--- src/rtl/pfx_pkg.sv ---
// ============================================================================
// pfx_pkg: shared types and constants of the postfix expression evaluator
// Character codes, status codes, operator codes, state types and the
// request and response bundles between the controller and the arithmetic unit.
// ============================================================================
package pfx_pkg;

    localparam int PFX_STACK_DEPTH = 16;
    localparam int DATA_W          = 32;

    localparam logic [7:0] CH_ZERO  = 8'h30;
    localparam logic [7:0] CH_NINE  = 8'h39;
    localparam logic [7:0] CH_PLUS  = 8'h2B;
    localparam logic [7:0] CH_MINUS = 8'h2D;
    localparam logic [7:0] CH_STAR  = 8'h2A;
    localparam logic [7:0] CH_SLASH = 8'h2F;
    localparam logic [7:0] CH_CARET = 8'h5E;

    typedef enum logic [2:0] {
        ST_OK        = 3'd0,
        ST_UNDERFLOW = 3'd1,
        ST_OVERFLOW  = 3'd2,
        ST_DIV_ZERO  = 3'd3,
        ST_INVALID   = 3'd4
    } t_status;

    typedef enum logic [2:0] {
        OP_ADD,
        OP_SUB,
        OP_MUL,
        OP_DIV,
        OP_POW
    } t_alu_op;

    typedef enum logic [1:0] {
        S_IDLE,
        S_FETCH,
        S_CALC,
        S_END
    } t_ctl_state;

    typedef enum logic [2:0] {
        A_IDLE,
        A_DIV,
        A_SIGN,
        A_POW,
        A_DONE
    } t_alu_state;

    typedef struct packed {
        logic    start;
        t_alu_op op;
    } t_alu_req;

    typedef struct packed {
        logic done;
        logic div_zero;
    } t_alu_rsp;

endpackage

--- src/rtl/pfx_stack_mem.sv ---
// ============================================================================
// pfx_stack_mem: operand stack storage
// Single-port-write, single-port-read memory with a registered read.
// ============================================================================
module pfx_stack_mem
    import pfx_pkg::*;
#(
    parameter int STACK_DEPTH = PFX_STACK_DEPTH
) (
    input  logic                           i_clk,
    input  logic                           i_wr_en,
    input  logic [$clog2(STACK_DEPTH)-1:0] i_wr_addr,
    input  logic [DATA_W-1:0]              i_wr_data,
    input  logic [$clog2(STACK_DEPTH)-1:0] i_rd_addr,
    output logic [DATA_W-1:0]              o_rd_data
);

    logic [DATA_W-1:0] r_mem [STACK_DEPTH];
    logic [DATA_W-1:0] r_rd_data;

    always_ff @(posedge i_clk) begin
        if (i_wr_en) begin
            r_mem[i_wr_addr] <= i_wr_data;
        end
        r_rd_data <= r_mem[i_rd_addr];
    end

    assign o_rd_data = r_rd_data;

endmodule

--- src/rtl/pfx_alu.sv ---
// ============================================================================
// pfx_alu: arithmetic unit of the evaluator
// Add, subtract and multiply in one step; restoring division one quotient
// bit per cycle; power by square and multiply one exponent bit per cycle.
// ============================================================================
module pfx_alu
    import pfx_pkg::*;
(
    input  logic              i_clk,
    input  logic              i_rst_n,
    input  t_alu_req          i_req,
    input  logic [DATA_W-1:0] i_a,
    input  logic [DATA_W-1:0] i_b,
    output t_alu_rsp          o_rsp,
    output logic [DATA_W-1:0] o_result
);

    localparam int STEP_W = $clog2(DATA_W);

    t_alu_state        r_state;
    t_alu_state        n_state;
    logic [DATA_W-1:0] r_res;
    logic              r_dz;
    logic [DATA_W-1:0] r_rem;
    logic [DATA_W-1:0] r_quo;
    logic [DATA_W-1:0] r_dvs;
    logic              r_neg;
    logic [STEP_W-1:0] r_cnt;
    logic [DATA_W-1:0] r_acc;
    logic [DATA_W-1:0] r_base;
    logic [DATA_W-1:0] r_exp;

    logic [DATA_W-1:0] w_mag_a;
    logic [DATA_W-1:0] w_mag_b;
    logic [DATA_W:0]   w_shifted;
    logic [DATA_W:0]   w_diff;
    logic [DATA_W-1:0] w_mul_x;
    logic [DATA_W-1:0] w_mul_y;
    logic [DATA_W-1:0] w_mul_p;
    logic [DATA_W-1:0] w_sqr_p;
    logic [DATA_W-1:0] w_pow_special;

    assign w_mag_a   = i_a[DATA_W-1] ? (~i_a + 1'b1) : i_a;
    assign w_mag_b   = i_b[DATA_W-1] ? (~i_b + 1'b1) : i_b;
    assign w_shifted = {r_rem, r_quo[DATA_W-1]};
    assign w_diff    = w_shifted - {1'b0, r_dvs};

    // One multiplier serves the product operator and the accumulator update.
    assign w_mul_x = (r_state == A_IDLE) ? i_a : r_acc;
    assign w_mul_y = (r_state == A_IDLE) ? i_b : r_base;
    assign w_mul_p = w_mul_x * w_mul_y;
    assign w_sqr_p = r_base * r_base;

    always_comb begin
        if (i_a == DATA_W'(1)) begin
            w_pow_special = DATA_W'(1);
        end else if (i_a == {DATA_W{1'b1}}) begin
            w_pow_special = i_b[0] ? {DATA_W{1'b1}} : DATA_W'(1);
        end else begin
            w_pow_special = '0;
        end
    end

    always_comb begin
        n_state = r_state;
        case (r_state)
            A_IDLE: begin
                if (i_req.start) begin
                    case (i_req.op)
                        OP_DIV:  n_state = (i_b == '0) ? A_DONE : A_DIV;
                        OP_POW:  n_state = i_b[DATA_W-1] ? A_DONE : A_POW;
                        default: n_state = A_DONE;
                    endcase
                end
            end
            A_DIV: begin
                if (r_cnt == STEP_W'(DATA_W - 1)) begin
                    n_state = A_SIGN;
                end
            end
            A_SIGN: n_state = A_DONE;
            A_POW: begin
                if (r_exp == '0) begin
                    n_state = A_DONE;
                end
            end
            A_DONE:  n_state = A_IDLE;
            default: n_state = A_IDLE;
        endcase
    end

    always_comb begin
        o_rsp.done     = (r_state == A_DONE);
        o_rsp.div_zero = r_dz;
        o_result       = r_res;
    end

    always_ff @(posedge i_clk) begin
        if (!i_rst_n) begin
            r_state <= A_IDLE;
        end else begin
            r_state <= n_state;
        end
    end

    always_ff @(posedge i_clk) begin
        case (r_state)
            A_IDLE: begin
                if (i_req.start) begin
                    r_dz <= 1'b0;
                    case (i_req.op)
                        OP_ADD: r_res <= i_a + i_b;
                        OP_SUB: r_res <= i_a - i_b;
                        OP_MUL: r_res <= w_mul_p;
                        OP_DIV: begin
                            r_dz  <= (i_b == '0);
                            r_rem <= '0;
                            r_quo <= w_mag_a;
                            r_dvs <= w_mag_b;
                            r_neg <= i_a[DATA_W-1] ^ i_b[DATA_W-1];
                            r_cnt <= '0;
                            r_res <= '0;
                        end
                        OP_POW: begin
                            r_acc  <= DATA_W'(1);
                            r_base <= i_a;
                            r_exp  <= i_b;
                            r_res  <= w_pow_special;
                        end
                        default: r_res <= '0;
                    endcase
                end
            end
            A_DIV: begin
                r_quo <= {r_quo[DATA_W-2:0], ~w_diff[DATA_W]};
                r_rem <= w_diff[DATA_W] ? w_shifted[DATA_W-1:0] : w_diff[DATA_W-1:0];
                r_cnt <= r_cnt + 1'b1;
            end
            A_SIGN: begin
                r_res <= r_neg ? (~r_quo + 1'b1) : r_quo;
            end
            A_POW: begin
                if (r_exp == '0) begin
                    r_res <= r_acc;
                end else begin
                    if (r_exp[0]) begin
                        r_acc <= w_mul_p;
                    end
                    r_base <= w_sqr_p;
                    r_exp  <= r_exp >> 1;
                end
            end
            default: begin
            end
        endcase
    end

endmodule

--- src/rtl/postfix_expression_evaluator.sv ---
// ============================================================================
// postfix_expression_evaluator: reverse Polish expression evaluator
// A digit beat is pushed onto the stack when it is accepted. An operator beat
// reads the stack, then waits for the arithmetic unit: add, subtract and
// multiply in one step, division and power in the one-bit-per-cycle divider
// and power loop. The final beat then loads the result register, held back
// while an earlier result beat is still waiting.
// Synchronous active-low reset empties the stack and clears the error state.
// ============================================================================
module postfix_expression_evaluator
    import pfx_pkg::*;
#(
    parameter int STACK_DEPTH = PFX_STACK_DEPTH
) (
    input  logic        i_clk,
    input  logic        i_rst_n,
    input  logic        s_axis_tvalid,
    output logic        s_axis_tready,
    input  logic [7:0]  s_axis_tdata,   // [7:0] symbol
    input  logic        s_axis_tlast,
    output logic        m_axis_tvalid,
    input  logic        m_axis_tready,
    output logic [31:0] m_axis_tdata,   // [31:0] result_value
    output logic [2:0]  m_axis_tuser    // [2:0] status
);

    localparam int ADDR_W = $clog2(STACK_DEPTH);
    localparam int CNT_W  = $clog2(STACK_DEPTH + 1);

    t_ctl_state        r_state;
    t_ctl_state        n_state;
    logic [CNT_W-1:0]  r_count;
    t_status           r_err;
    logic              r_out_valid;
    logic [DATA_W-1:0] r_top;
    logic              r_last;
    t_alu_op           r_op;
    logic [DATA_W-1:0] r_out_data;
    t_status           r_out_status;

    logic              w_accept;
    logic              w_is_digit;
    logic              w_is_op;
    t_alu_op           w_op;
    logic              w_full;
    logic              w_slot_free;
    logic [CNT_W-1:0]  w_cnt_m2;
    logic [DATA_W-1:0] w_digit;

    logic              w_wr_en;
    logic [ADDR_W-1:0] w_wr_addr;
    logic [DATA_W-1:0] w_wr_data;
    logic [ADDR_W-1:0] w_rd_addr;
    logic [DATA_W-1:0] w_rd_data;

    t_alu_req          w_alu_req;
    t_alu_rsp          w_alu_rsp;
    logic [DATA_W-1:0] w_alu_result;

    assign w_accept    = s_axis_tvalid && s_axis_tready;
    assign w_is_digit  = (s_axis_tdata >= CH_ZERO) && (s_axis_tdata <= CH_NINE);
    assign w_full      = (r_count >= CNT_W'(STACK_DEPTH));
    assign w_slot_free = !r_out_valid || m_axis_tready;
    assign w_cnt_m2    = r_count - CNT_W'(2);
    assign w_digit     = {{(DATA_W - 4){1'b0}}, s_axis_tdata[3:0]};

    always_comb begin
        w_is_op = 1'b1;
        w_op    = OP_ADD;
        case (s_axis_tdata)
            CH_PLUS:  w_op = OP_ADD;
            CH_MINUS: w_op = OP_SUB;
            CH_STAR:  w_op = OP_MUL;
            CH_SLASH: w_op = OP_DIV;
            CH_CARET: w_op = OP_POW;
            default:  w_is_op = 1'b0;
        endcase
    end

    pfx_stack_mem #(
        .STACK_DEPTH (STACK_DEPTH)
    ) u_stack (
        .i_clk     (i_clk),
        .i_wr_en   (w_wr_en),
        .i_wr_addr (w_wr_addr),
        .i_wr_data (w_wr_data),
        .i_rd_addr (w_rd_addr),
        .o_rd_data (w_rd_data)
    );

    pfx_alu u_alu (
        .i_clk    (i_clk),
        .i_rst_n  (i_rst_n),
        .i_req    (w_alu_req),
        .i_a      (w_rd_data),
        .i_b      (r_top),
        .o_rsp    (w_alu_rsp),
        .o_result (w_alu_result)
    );

    always_comb begin
        n_state = r_state;
        case (r_state)
            S_IDLE: begin
                if (w_accept) begin
                    if (r_err == ST_OK && w_is_op && r_count >= CNT_W'(2)) begin
                        n_state = S_FETCH;
                    end else if (s_axis_tlast) begin
                        n_state = S_END;
                    end
                end
            end
            S_FETCH: n_state = S_CALC;
            S_CALC: begin
                if (w_alu_rsp.done) begin
                    n_state = r_last ? S_END : S_IDLE;
                end
            end
            S_END: begin
                if (w_slot_free) begin
                    n_state = S_IDLE;
                end
            end
            default: n_state = S_IDLE;
        endcase
    end

    always_comb begin
        s_axis_tready   = 1'b0;
        w_wr_en         = 1'b0;
        w_wr_addr       = r_count[ADDR_W-1:0];
        w_wr_data       = w_digit;
        w_rd_addr       = w_cnt_m2[ADDR_W-1:0];
        w_alu_req.start = 1'b0;
        w_alu_req.op    = r_op;
        case (r_state)
            S_IDLE: begin
                s_axis_tready = 1'b1;
                if (w_accept && r_err == ST_OK && w_is_digit && !w_full) begin
                    w_wr_en = 1'b1;
                end
            end
            S_FETCH: begin
                w_alu_req.start = 1'b1;
            end
            S_CALC: begin
                w_wr_addr = w_cnt_m2[ADDR_W-1:0];
                w_wr_data = w_alu_result;
                if (w_alu_rsp.done && !w_alu_rsp.div_zero) begin
                    w_wr_en = 1'b1;
                end
            end
            default: begin
            end
        endcase
    end

    always_ff @(posedge i_clk) begin
        if (!i_rst_n) begin
            r_state     <= S_IDLE;
            r_count     <= '0;
            r_err       <= ST_OK;
            r_out_valid <= 1'b0;
        end else begin
            r_state <= n_state;
            case (r_state)
                S_IDLE: begin
                    if (w_accept && r_err == ST_OK) begin
                        if (w_is_digit) begin
                            if (w_full) begin
                                r_err <= ST_OVERFLOW;
                            end else begin
                                r_count <= r_count + 1'b1;
                            end
                        end else if (w_is_op) begin
                            if (r_count < CNT_W'(2)) begin
                                r_err <= ST_UNDERFLOW;
                            end
                        end else begin
                            r_err <= ST_INVALID;
                        end
                    end
                end
                S_CALC: begin
                    if (w_alu_rsp.done) begin
                        if (w_alu_rsp.div_zero) begin
                            r_err <= ST_DIV_ZERO;
                        end else begin
                            r_count <= r_count - 1'b1;
                        end
                    end
                end
                S_END: begin
                    if (w_slot_free) begin
                        r_count <= '0;
                        r_err   <= ST_OK;
                    end
                end
                default: begin
                end
            endcase
            if (r_state == S_END && w_slot_free) begin
                r_out_valid <= 1'b1;
            end else if (r_out_valid && m_axis_tready) begin
                r_out_valid <= 1'b0;
            end
        end
    end

    always_ff @(posedge i_clk) begin
        case (r_state)
            S_IDLE: begin
                if (w_accept) begin
                    r_last <= s_axis_tlast;
                    r_op   <= w_op;
                    if (r_err == ST_OK && w_is_digit && !w_full) begin
                        r_top <= w_digit;
                    end
                end
            end
            S_CALC: begin
                if (w_alu_rsp.done && !w_alu_rsp.div_zero) begin
                    r_top <= w_alu_result;
                end
            end
            S_END: begin
                if (w_slot_free) begin
                    if (r_err != ST_OK) begin
                        r_out_data   <= '0;
                        r_out_status <= r_err;
                    end else if (r_count == '0) begin
                        r_out_data   <= '0;
                        r_out_status <= ST_UNDERFLOW;
                    end else begin
                        r_out_data   <= r_top;
                        r_out_status <= ST_OK;
                    end
                end
            end
            default: begin
            end
        endcase
    end

    assign m_axis_tvalid = r_out_valid;
    assign m_axis_tdata  = r_out_data;
    assign m_axis_tuser  = r_out_status;

    a_count_bound: assert property (@(posedge i_clk) disable iff (!i_rst_n)
        r_count <= CNT_W'(STACK_DEPTH))
        else $error("Operand count exceeds the stack depth.");

    a_end_clears: assert property (@(posedge i_clk) disable iff (!i_rst_n)
        (r_state == S_END && w_slot_free) |=> (r_count == '0 && r_err == ST_OK))
        else $error("Stack or error state not cleared after the final beat.");

    a_alu_done_in_calc: assert property (@(posedge i_clk) disable iff (!i_rst_n)
        w_alu_rsp.done |-> (r_state == S_CALC))
        else $error("Arithmetic unit finished outside the calculation state.");

    a_result_from_end: assert property (@(posedge i_clk) disable iff (!i_rst_n)
        $rose(m_axis_tvalid) |-> $past(r_state == S_END))
        else $error("Result beat raised without a final input beat.");

endmodule

--- config.mk ---
export PLATFORM = sky130hd
export DESIGN_NAME = postfix_expression_evaluator
export DESIGN_NICKNAME = d
export VERILOG_FILES = /design/src/rtl/pfx_pkg.sv /design/src/rtl/pfx_stack_mem.sv /design/src/rtl/pfx_alu.sv /design/src/rtl/postfix_expression_evaluator.sv
export SDC_FILE = /design/constraint.sdc
export NUM_CORES = 2
export LEC_CHECK = 0
export ABC_AREA = 1
export BUFFER_PORTS_ARGS = -buffer_cell sky130_fd_sc_hd__buf_2
export CAP_MARGIN = 40
export CORE_ASPECT_RATIO = 1.4
export CORE_MARGIN = 3
export CORE_UTILIZATION = 45
export CTS_CLUSTER_DIAMETER = 40
export DETAILED_ROUTE_END_ITERATION = 8
export SYNTH_ARGS = -nofsm -noshare
export SYNTH_HDL_FRONTEND = slang
export SYNTH_SLANG_ARGS = --single-unit
--- constraint.sdc ---
create_clock -name i_clk -period 7.57 [get_ports i_clk]
set_clock_uncertainty 0.1 [all_clocks]
set_input_delay 1.1355 -clock i_clk [delete_from_list [all_inputs] [get_ports i_clk]]
set_output_delay 1.1355 -clock i_clk [all_outputs]
set_load 0.02 [all_outputs]
After elaboration in Yosys (flattened, before gate mapping)
Memories as Yosys holds them, arrays and structs flattened. A register that Yosys moved wholly into a read port is not among the register bits.
Cells that the tools add are included.
{"block": "totals", "out_inout_bits": 37, "mem_bits_rw": 512, "elab_cells": 212, "regBits": 316, "memories": 1, "in_bits": 13}
{"block": "op_classes", "n_mux": 84, "n_mul": 2, "n_eq_ne": 39, "bitwise": 5, "reduce_logical": 45, "magnitude_cmp": 5, "n_addsub": 10}
{"name": "u_stack.r_mem", "depth": 16, "word_bits": 32, "read_ports": 1, "rd_ports_with_merged_regs": 1, "wr": 1, "line": "pfx_stack_mem.sv:18", "text": "logic [DATA_W-1:0] r_mem [STACK_DEPTH];"}
{"cell": "32-bit two-way mux", "n": 28}
{"cell": "32-bit one-hot mux with 2 select lines", "n": 6}
{"cell": "32-bit one-hot mux with 4 select lines", "n": 1}
{"cell": "32-bit by 1-bit adder with 32-bit output (second input constant)", "n": 3}
{"cell": "32-bit inverter", "n": 3}
{"cell": "32-bit one-hot mux with 3 select lines", "n": 1}
{"cell": "32-bit zero test", "n": 2}
{"cell": "32-bit by 32-bit multiplier with 32-bit output", "n": 2}
{"cell": "3-bit two-way mux", "n": 14}
{"cell": "5-bit two-way mux", "n": 8}
{"cell": "33-bit by 32-bit subtractor with 33-bit output", "n": 1}
{"cell": "32-bit adder", "n": 1}
{"cell": "32-bit by 1-bit equality test with 1-bit output (second input constant)", "n": 1}
{"cell": "32-bit equality test (second input constant)", "n": 1}
{"cell": "8-bit by 6-bit equality test with 1-bit output (second input constant)", "n": 4}
{"cell": "32-bit subtractor", "n": 1}
{"cell": "31-bit two-way mux", "n": 1}
{"cell": "2-bit inequality test (second input constant)", "n": 12}
{"cell": "3-bit one-hot mux with 4 select lines", "n": 2}
{"cell": "5-bit one-hot mux with 3 select lines", "n": 1}
{"cell": "7-bit AND reduction", "n": 2}
{"cell": "3-bit by 2-bit equality test with 1-bit output (second input constant)", "n": 4}
{"cell": "1-bit logical AND", "n": 12}
{"cell": "2-bit two-way mux", "n": 6}
{"cell": "39 further kinds", "n": 73}

Longest topological paths before layout
{"block": "logic_depth", "word_depth": 10, "mapped_depth": 44, "depth_no_buf": 41}

By module
Synthesis repeated with hierarchy kept, for this count alone.
{"block": "unflattened", "cells_unflattened": 8329, "hier_area_um2": 72719.7}
{"module": "pfx_alu", "seq_area_each_um2": 6996.7, "area_per_inst_um2": 46293.1, "cells_each": 5830, "instances": 1}
{"module": "pfx_stack_mem", "seq_area_each_um2": 16015.4, "area_per_inst_um2": 22730.6, "cells_each": 2120, "instances": 1}
{"module": "postfix_expression_evaluator", "seq_area_each_um2": 2352.3, "area_per_inst_um2": 3696.0, "cells_each": 379, "instances": 1}

Least setup slack after synthesis
OpenSTA, ideal clock, no wires.
{"block": "synth_path", "kind": "register to register", "start": "register u_alu.r_state[0]", "end": "register u_alu.r_res[28] (netlist: u_alu.o_result[28]) (data pin)", "synth_period_minus_slack_ns": 7.842, "t_arrival_ns": 7.477, "required_ns": 7.205, "slack_ns": -0.272, "n_path_buf": 4, "stages_incl_launch_ff": 32, "setup_ns": 0.265, "path_cell_list": "dfxtp_1 > nor2_4 > nand2_4 > buf_6 > buf_6 > o21ai_0 > clkbuf_1 > clkinv_1 > clkbuf_1 > nor2_1 > fa_1 > inv_1 > fa_1 > fa_1 > fa_1 > inv_1 > fa_1 > fa_1 > fa_1 > fa_1 > ha_1 > a21oi_1 > o21ai_0 > nor2_1 > nand3_1 > a21oi_1 > o21ai_0 > or2_2 > nand2_1 > o211ai_1 > nand2_1 > o211ai_1"}
{"block": "synth_between", "elab_chain_len": 6, "elab_cells_between_ends": 9, "classes_between": "mul (1); eq/ne (2); mux (5); reduce/logical (1)"}
{"item": "start, declared", "line": "pfx_alu.sv:20", "text": "t_alu_state r_state;"}
{"item": "start signal, assigned", "line": "pfx_alu.sv:102", "text": "r_state <= n_state;"}
{"item": "3-bit zero test", "line": "pfx_alu.sv:49, pfx_alu.sv:50, pfx_alu.sv:107"}
{"item": "32-bit two-way mux (on tied branches)", "line": "pfx_alu.sv:49, pfx_alu.sv:50"}
{"item": "32-bit by 32-bit multiplier with 32-bit output", "line": "pfx_alu.sv:51", "text": "assign w_mul_p = w_mul_x * w_mul_y;"}
{"item": "32-bit one-hot mux with 4 select lines", "line": "pfx_alu.sv:111", "text": "case (i_req.op)"}
{"item": "32-bit two-way mux", "line": "pfx_alu.sv:109", "text": "if (i_req.start) begin"}
{"item": "32-bit one-hot mux with 3 select lines *", "line": "pfx_alu.sv:107", "text": "case (r_state)"}
{"item": "end signal, assigned", "line": "pfx_alu.sv:112", "text": "OP_ADD: r_res <= i_a + i_b;"}
{"item": "end signal, assigned", "line": "pfx_alu.sv:113", "text": "OP_SUB: r_res <= i_a - i_b;"}
{"item": "end signal, assigned", "line": "pfx_alu.sv:114", "text": "OP_MUL: r_res <= w_mul_p;"}
{"item": "end, declared", "line": "pfx_alu.sv:22", "text": "logic [DATA_W-1:0] r_res;"}
Every way passes the cells marked *; elsewhere a longest branch is shown, timed or not. The select of a mux whose other input is x is not followed.
A chain may end at the register's enable or synchronous reset.

Worst setup path in the final report
{"block": "layout_path", "start": "register u_alu.r_state[1]", "end": "register u_alu.r_res[30] (netlist: u_alu.o_result[30]) (data pin)"}
The elaborated chain is that of the path after synthesis.

==> impl_metrics.env <==
export IMPL_grt_max_degree=91
export IMPL_setup_ws_ns=-0.287
export IMPL_worstPathMaxFanout=8
export IMPL_nets=9530
export IMPL_start_util_pct=45.3
export IMPL_path_buf_inv=8
export IMPL_drt_iter0_drc=4299
export IMPL_wl_per_cell_um=24.0
export IMPL_rsz0062_at_grt="yes"
export IMPL_area_growth_pct=23.0
export IMPL_tritoncts="yes"
export IMPL_die_area_sq_um=161000
export IMPL_whs_ns=0.389
export IMPL_mappedNetlistArea_sq_um=70400
export IMPL_fin_crit_sh_pct=104
export IMPL_clk_pin_slew_worst_paths_ns=0.06
export IMPL_slew_headroom_pct=34.5
export IMPL_critPathMaxStageDelay_ns=0.63
export IMPL_synth_top_area_share_pct=34.7
export IMPL_drv_cap=0
export IMPL_ys_types=57
export IMPL_ys_seq_elements=860
export IMPL_viasPerCell=5.45
export IMPL_slowest_stage="fa_2"
export IMPL_path_class="reg2reg"
export IMPL_yosysSeqAreaShare_pct=36.0
export IMPL_fin_crit_ns=7.86
export IMPL_io_pins=50
export IMPL_htree_levels=3
export IMPL_grt_pass1_wl_mm=375
export IMPL_dr_pass1_iters=6
export IMPL_yosys_area_top_type="edfxtp_1"
export IMPL_violations="setup timing"
export IMPL_netlist_instances=7583
export IMPL_synth_edf_count=814
export IMPL_clk_latency_ns=0.76
export IMPL_drive_gt1_share_pct=20.0
export IMPL_numCtsBuffers=103
export IMPL_overflow=0
export IMPL_cp_start_kind="flop"
export IMPL_tightest_slew_ns=0.978
export IMPL_synth_warnings=0
export IMPL_die_w_um=340
export IMPL_wirelength_mm=254
export IMPL_hold_viol_final=0
export IMPL_status="finished with violations"
export IMPL_end_kind="flop"
export IMPL_synthesis_nets=8703
export IMPL_dp_hpwl_mm=198
export IMPL_fillCellCount=13809
export IMPL_synth_ff_type="edfxtp_1"
export IMPL_die_h_um=474
export IMPL_max_freq_mhz=127
export IMPL_grt_use_total_pct=31.5
export IMPL_std_cell_rows=171
export IMPL_antenna_found_initial=11
export IMPL_cts_sinks=860
export IMPL_core_area_sq_um=155000
export IMPL_route_detailed_drc=0
export IMPL_cts_root_buffer="clkbuf_16"
export IMPL_yosys_top_cells_area="edfxtp_1 (35%), fa_1 (22%), inv_1 (7.5%)"
export IMPL_place_gp_congestion=1.03
export IMPL_vias=57608
export IMPL_path_delay_family="adder cells"
export IMPL_setup_violations_final=20
export IMPL_hold_class="reg2reg"
export IMPL_cts_buffer_depth=3
export IMPL_critical_path_required_ns=7.93
export IMPL_syn_avg_cell_area_sq_um=9.29
export IMPL_synthArstFlopShare_pct=0
export IMPL_slew_violations=0
export IMPL_cp_data_arrival_time_ns=8.21
export IMPL_postRouteAntennaNets=0
export IMPL_grt_pass1_vias=60700
export IMPL_port_buffers=49
export IMPL_crit_top_cell="fa_1"
[worst paths after layout]
path | slack, ns | to | cells after the start | start
max | -0.29 | u_alu.o_result[30] | 29 | u_alu.r_state[1]
min | 0.39 | r_err[1] | 2 | r_err[1]
max reg2reg | -0.29 | u_alu.o_result[30] | 29 | u_alu.r_state[1]
min reg2reg | 0.39 | r_err[1] | 2 | r_err[1]
[cells in the final DEF, fill, tap and decap left out, types with 16 or more instances in the layout]
master     netlist  routed
buf_2            5      54
o21ai_2         13      24
edfxtp_1       814     814
xnor2_1         73      66
inv_8            0      16
nand4_1         37      37
clkinv_1        20      21
inv_2           10      73
a21oi_1        204     178
nor2_4           1      38
buf_12           0      62
nand3b_1        17      17
buf_8            0      17
buf_4            1     804
o22ai_1         18      18
o221ai_1       131     128
ha_1           329     292
inv_1         1410    1336
o211ai_1        45      45
fa_2             0      54
fa_1           778     724
nor4_1          24      21
nand3_1        196     181
nor3_1          60      51
dfxtp_1         46      41
nand2_2          3      54
nor2_2           5      37
nand2_1       1293    1222
ha_4             0      34
clkbuf_16        0     104
xor2_1         128     121
o21ai_4         17      31
nand2_4          1      20
buf_6           13      78
nor2_1         900     831
o21ai_0        555     526
o21ai_1         19      23
[routing by layer]
metal,share of wire [%],GRT usage (%),up-vias
li1,-,-,25950
met1,35,34.4,28530
met2,50,55.5,2293
met3,5.8,4.11,833
met4,9.4,23.8,2
met5,0.0051,0,-
[worst reg2reg max path, delay by kind of cell (launching register included)]
family	cells	cell delay [ns]
flops	1	0.33
xor+xnor	1	0.20
simple gates	6	0.61
compound gates	5	0.83
buf+inv	8	0.99
fa+ha+maj	9	4.52
[sequential cells by signal, indices dropped and copies added, names as in the netlist, 32 cells and up]
name,count
u_alu.r_exp,32
m_axis_tdata,32
u_alu.o_result,32
u_alu.r_dvs,32
u_alu.r_rem,32
r_top,32
u_alu.r_base,32
u_stack.o_rd_data,32
u_alu.r_acc,32
u_alu.r_quo,32
u_stack.r_mem,512
[Yosys cell counts (5+ instances only)]
master,count
o21a_1,12
nand3b_1,17
xor2_1,128
buf_1,26
ha_1,329
o221ai_1,131
or2_2,18
dfxtp_1,46
o21ai_4,17
o311ai_0,5
nor4_1,24
xnor2_1,73
o211ai_1,45
fa_1,778
nor2_2,5
a221oi_1,9
nor3_1,60
nand3_1,196
nor2_1,900
clkinv_1,20
a21oi_1,204
a31oi_1,15
a21o_1,14
inv_2,10
edfxtp_1,814
o21ai_2,13
o21bai_1,13
buf_2,5
buf_6,13
a211oi_1,10
nand2_1,1293
clkbuf_1,264
nand4_1,37
o21ai_0,555
inv_1,1410
o22ai_1,18
o21ai_1,19
[area by class of cell]
cell class | instances | area [sq um] | share of cell area (%)
multi-input cells | 4977 | 40600 | 46.8
flip-flops and latches | 860 | 25400 | 29.3
repair buffers | 1028 | 9040 | 10.4
inverters | 1440 | 5480 | 6.33
clock buffers | 117 | 2630 | 3.04
well taps | 2076 | 2600 | 3.00
clock inverters | 76 | 936 | 1.08
diodes | 5 | 12.5 | 0.0144
[timing repair]
action | CTS | global route
setup endpoints to repair | 35 | 49
cloned | 7 | 1
pin swaps | 139 | 174
buffers inserted | 77 | 55
gates resized for setup | 404 | 238
hold buffers | 0 | 0
[metrics by stage]
stage               cell area, sq um  setup WS [ns]  TNS (ns)  cells  utilization (%)
CTS                            85400         -0.309     -2.07  10525             55.0
floorplan                      70400         0.0227         0   7583                -
detailed placement             79400         -0.617    -10.23  10250             51.1
global route                   86600         -0.570     -9.81  10575             55.8
global placement               78800         -0.524     -8.37  10204             50.7
finish                         86600         -0.287     -3.18  10579             55.8
[cell families (layout without fill, tap and decap cells)]
kind of cell / Yosys count / in the layout / synth area share (%)
XOR/XNOR: 202 / 202 / 2.52
adder cells (fa/ha/maj): 1107 / 1107 / 28.0
buffers and inverters: 1749 / 2661 / 9.48
AO/OA/AOI/OAI: 1101 / 1101 / 9.43
AND/OR/NAND/NOR: 2564 / 2567 / 14.6
other: 0 / 5 / 0
flip-flops: 860 / 860 / 36.0
Power is left out: the tool's default activity adds up to more than one toggle a clock period on the data nets, which glitch-free logic cannot reach.
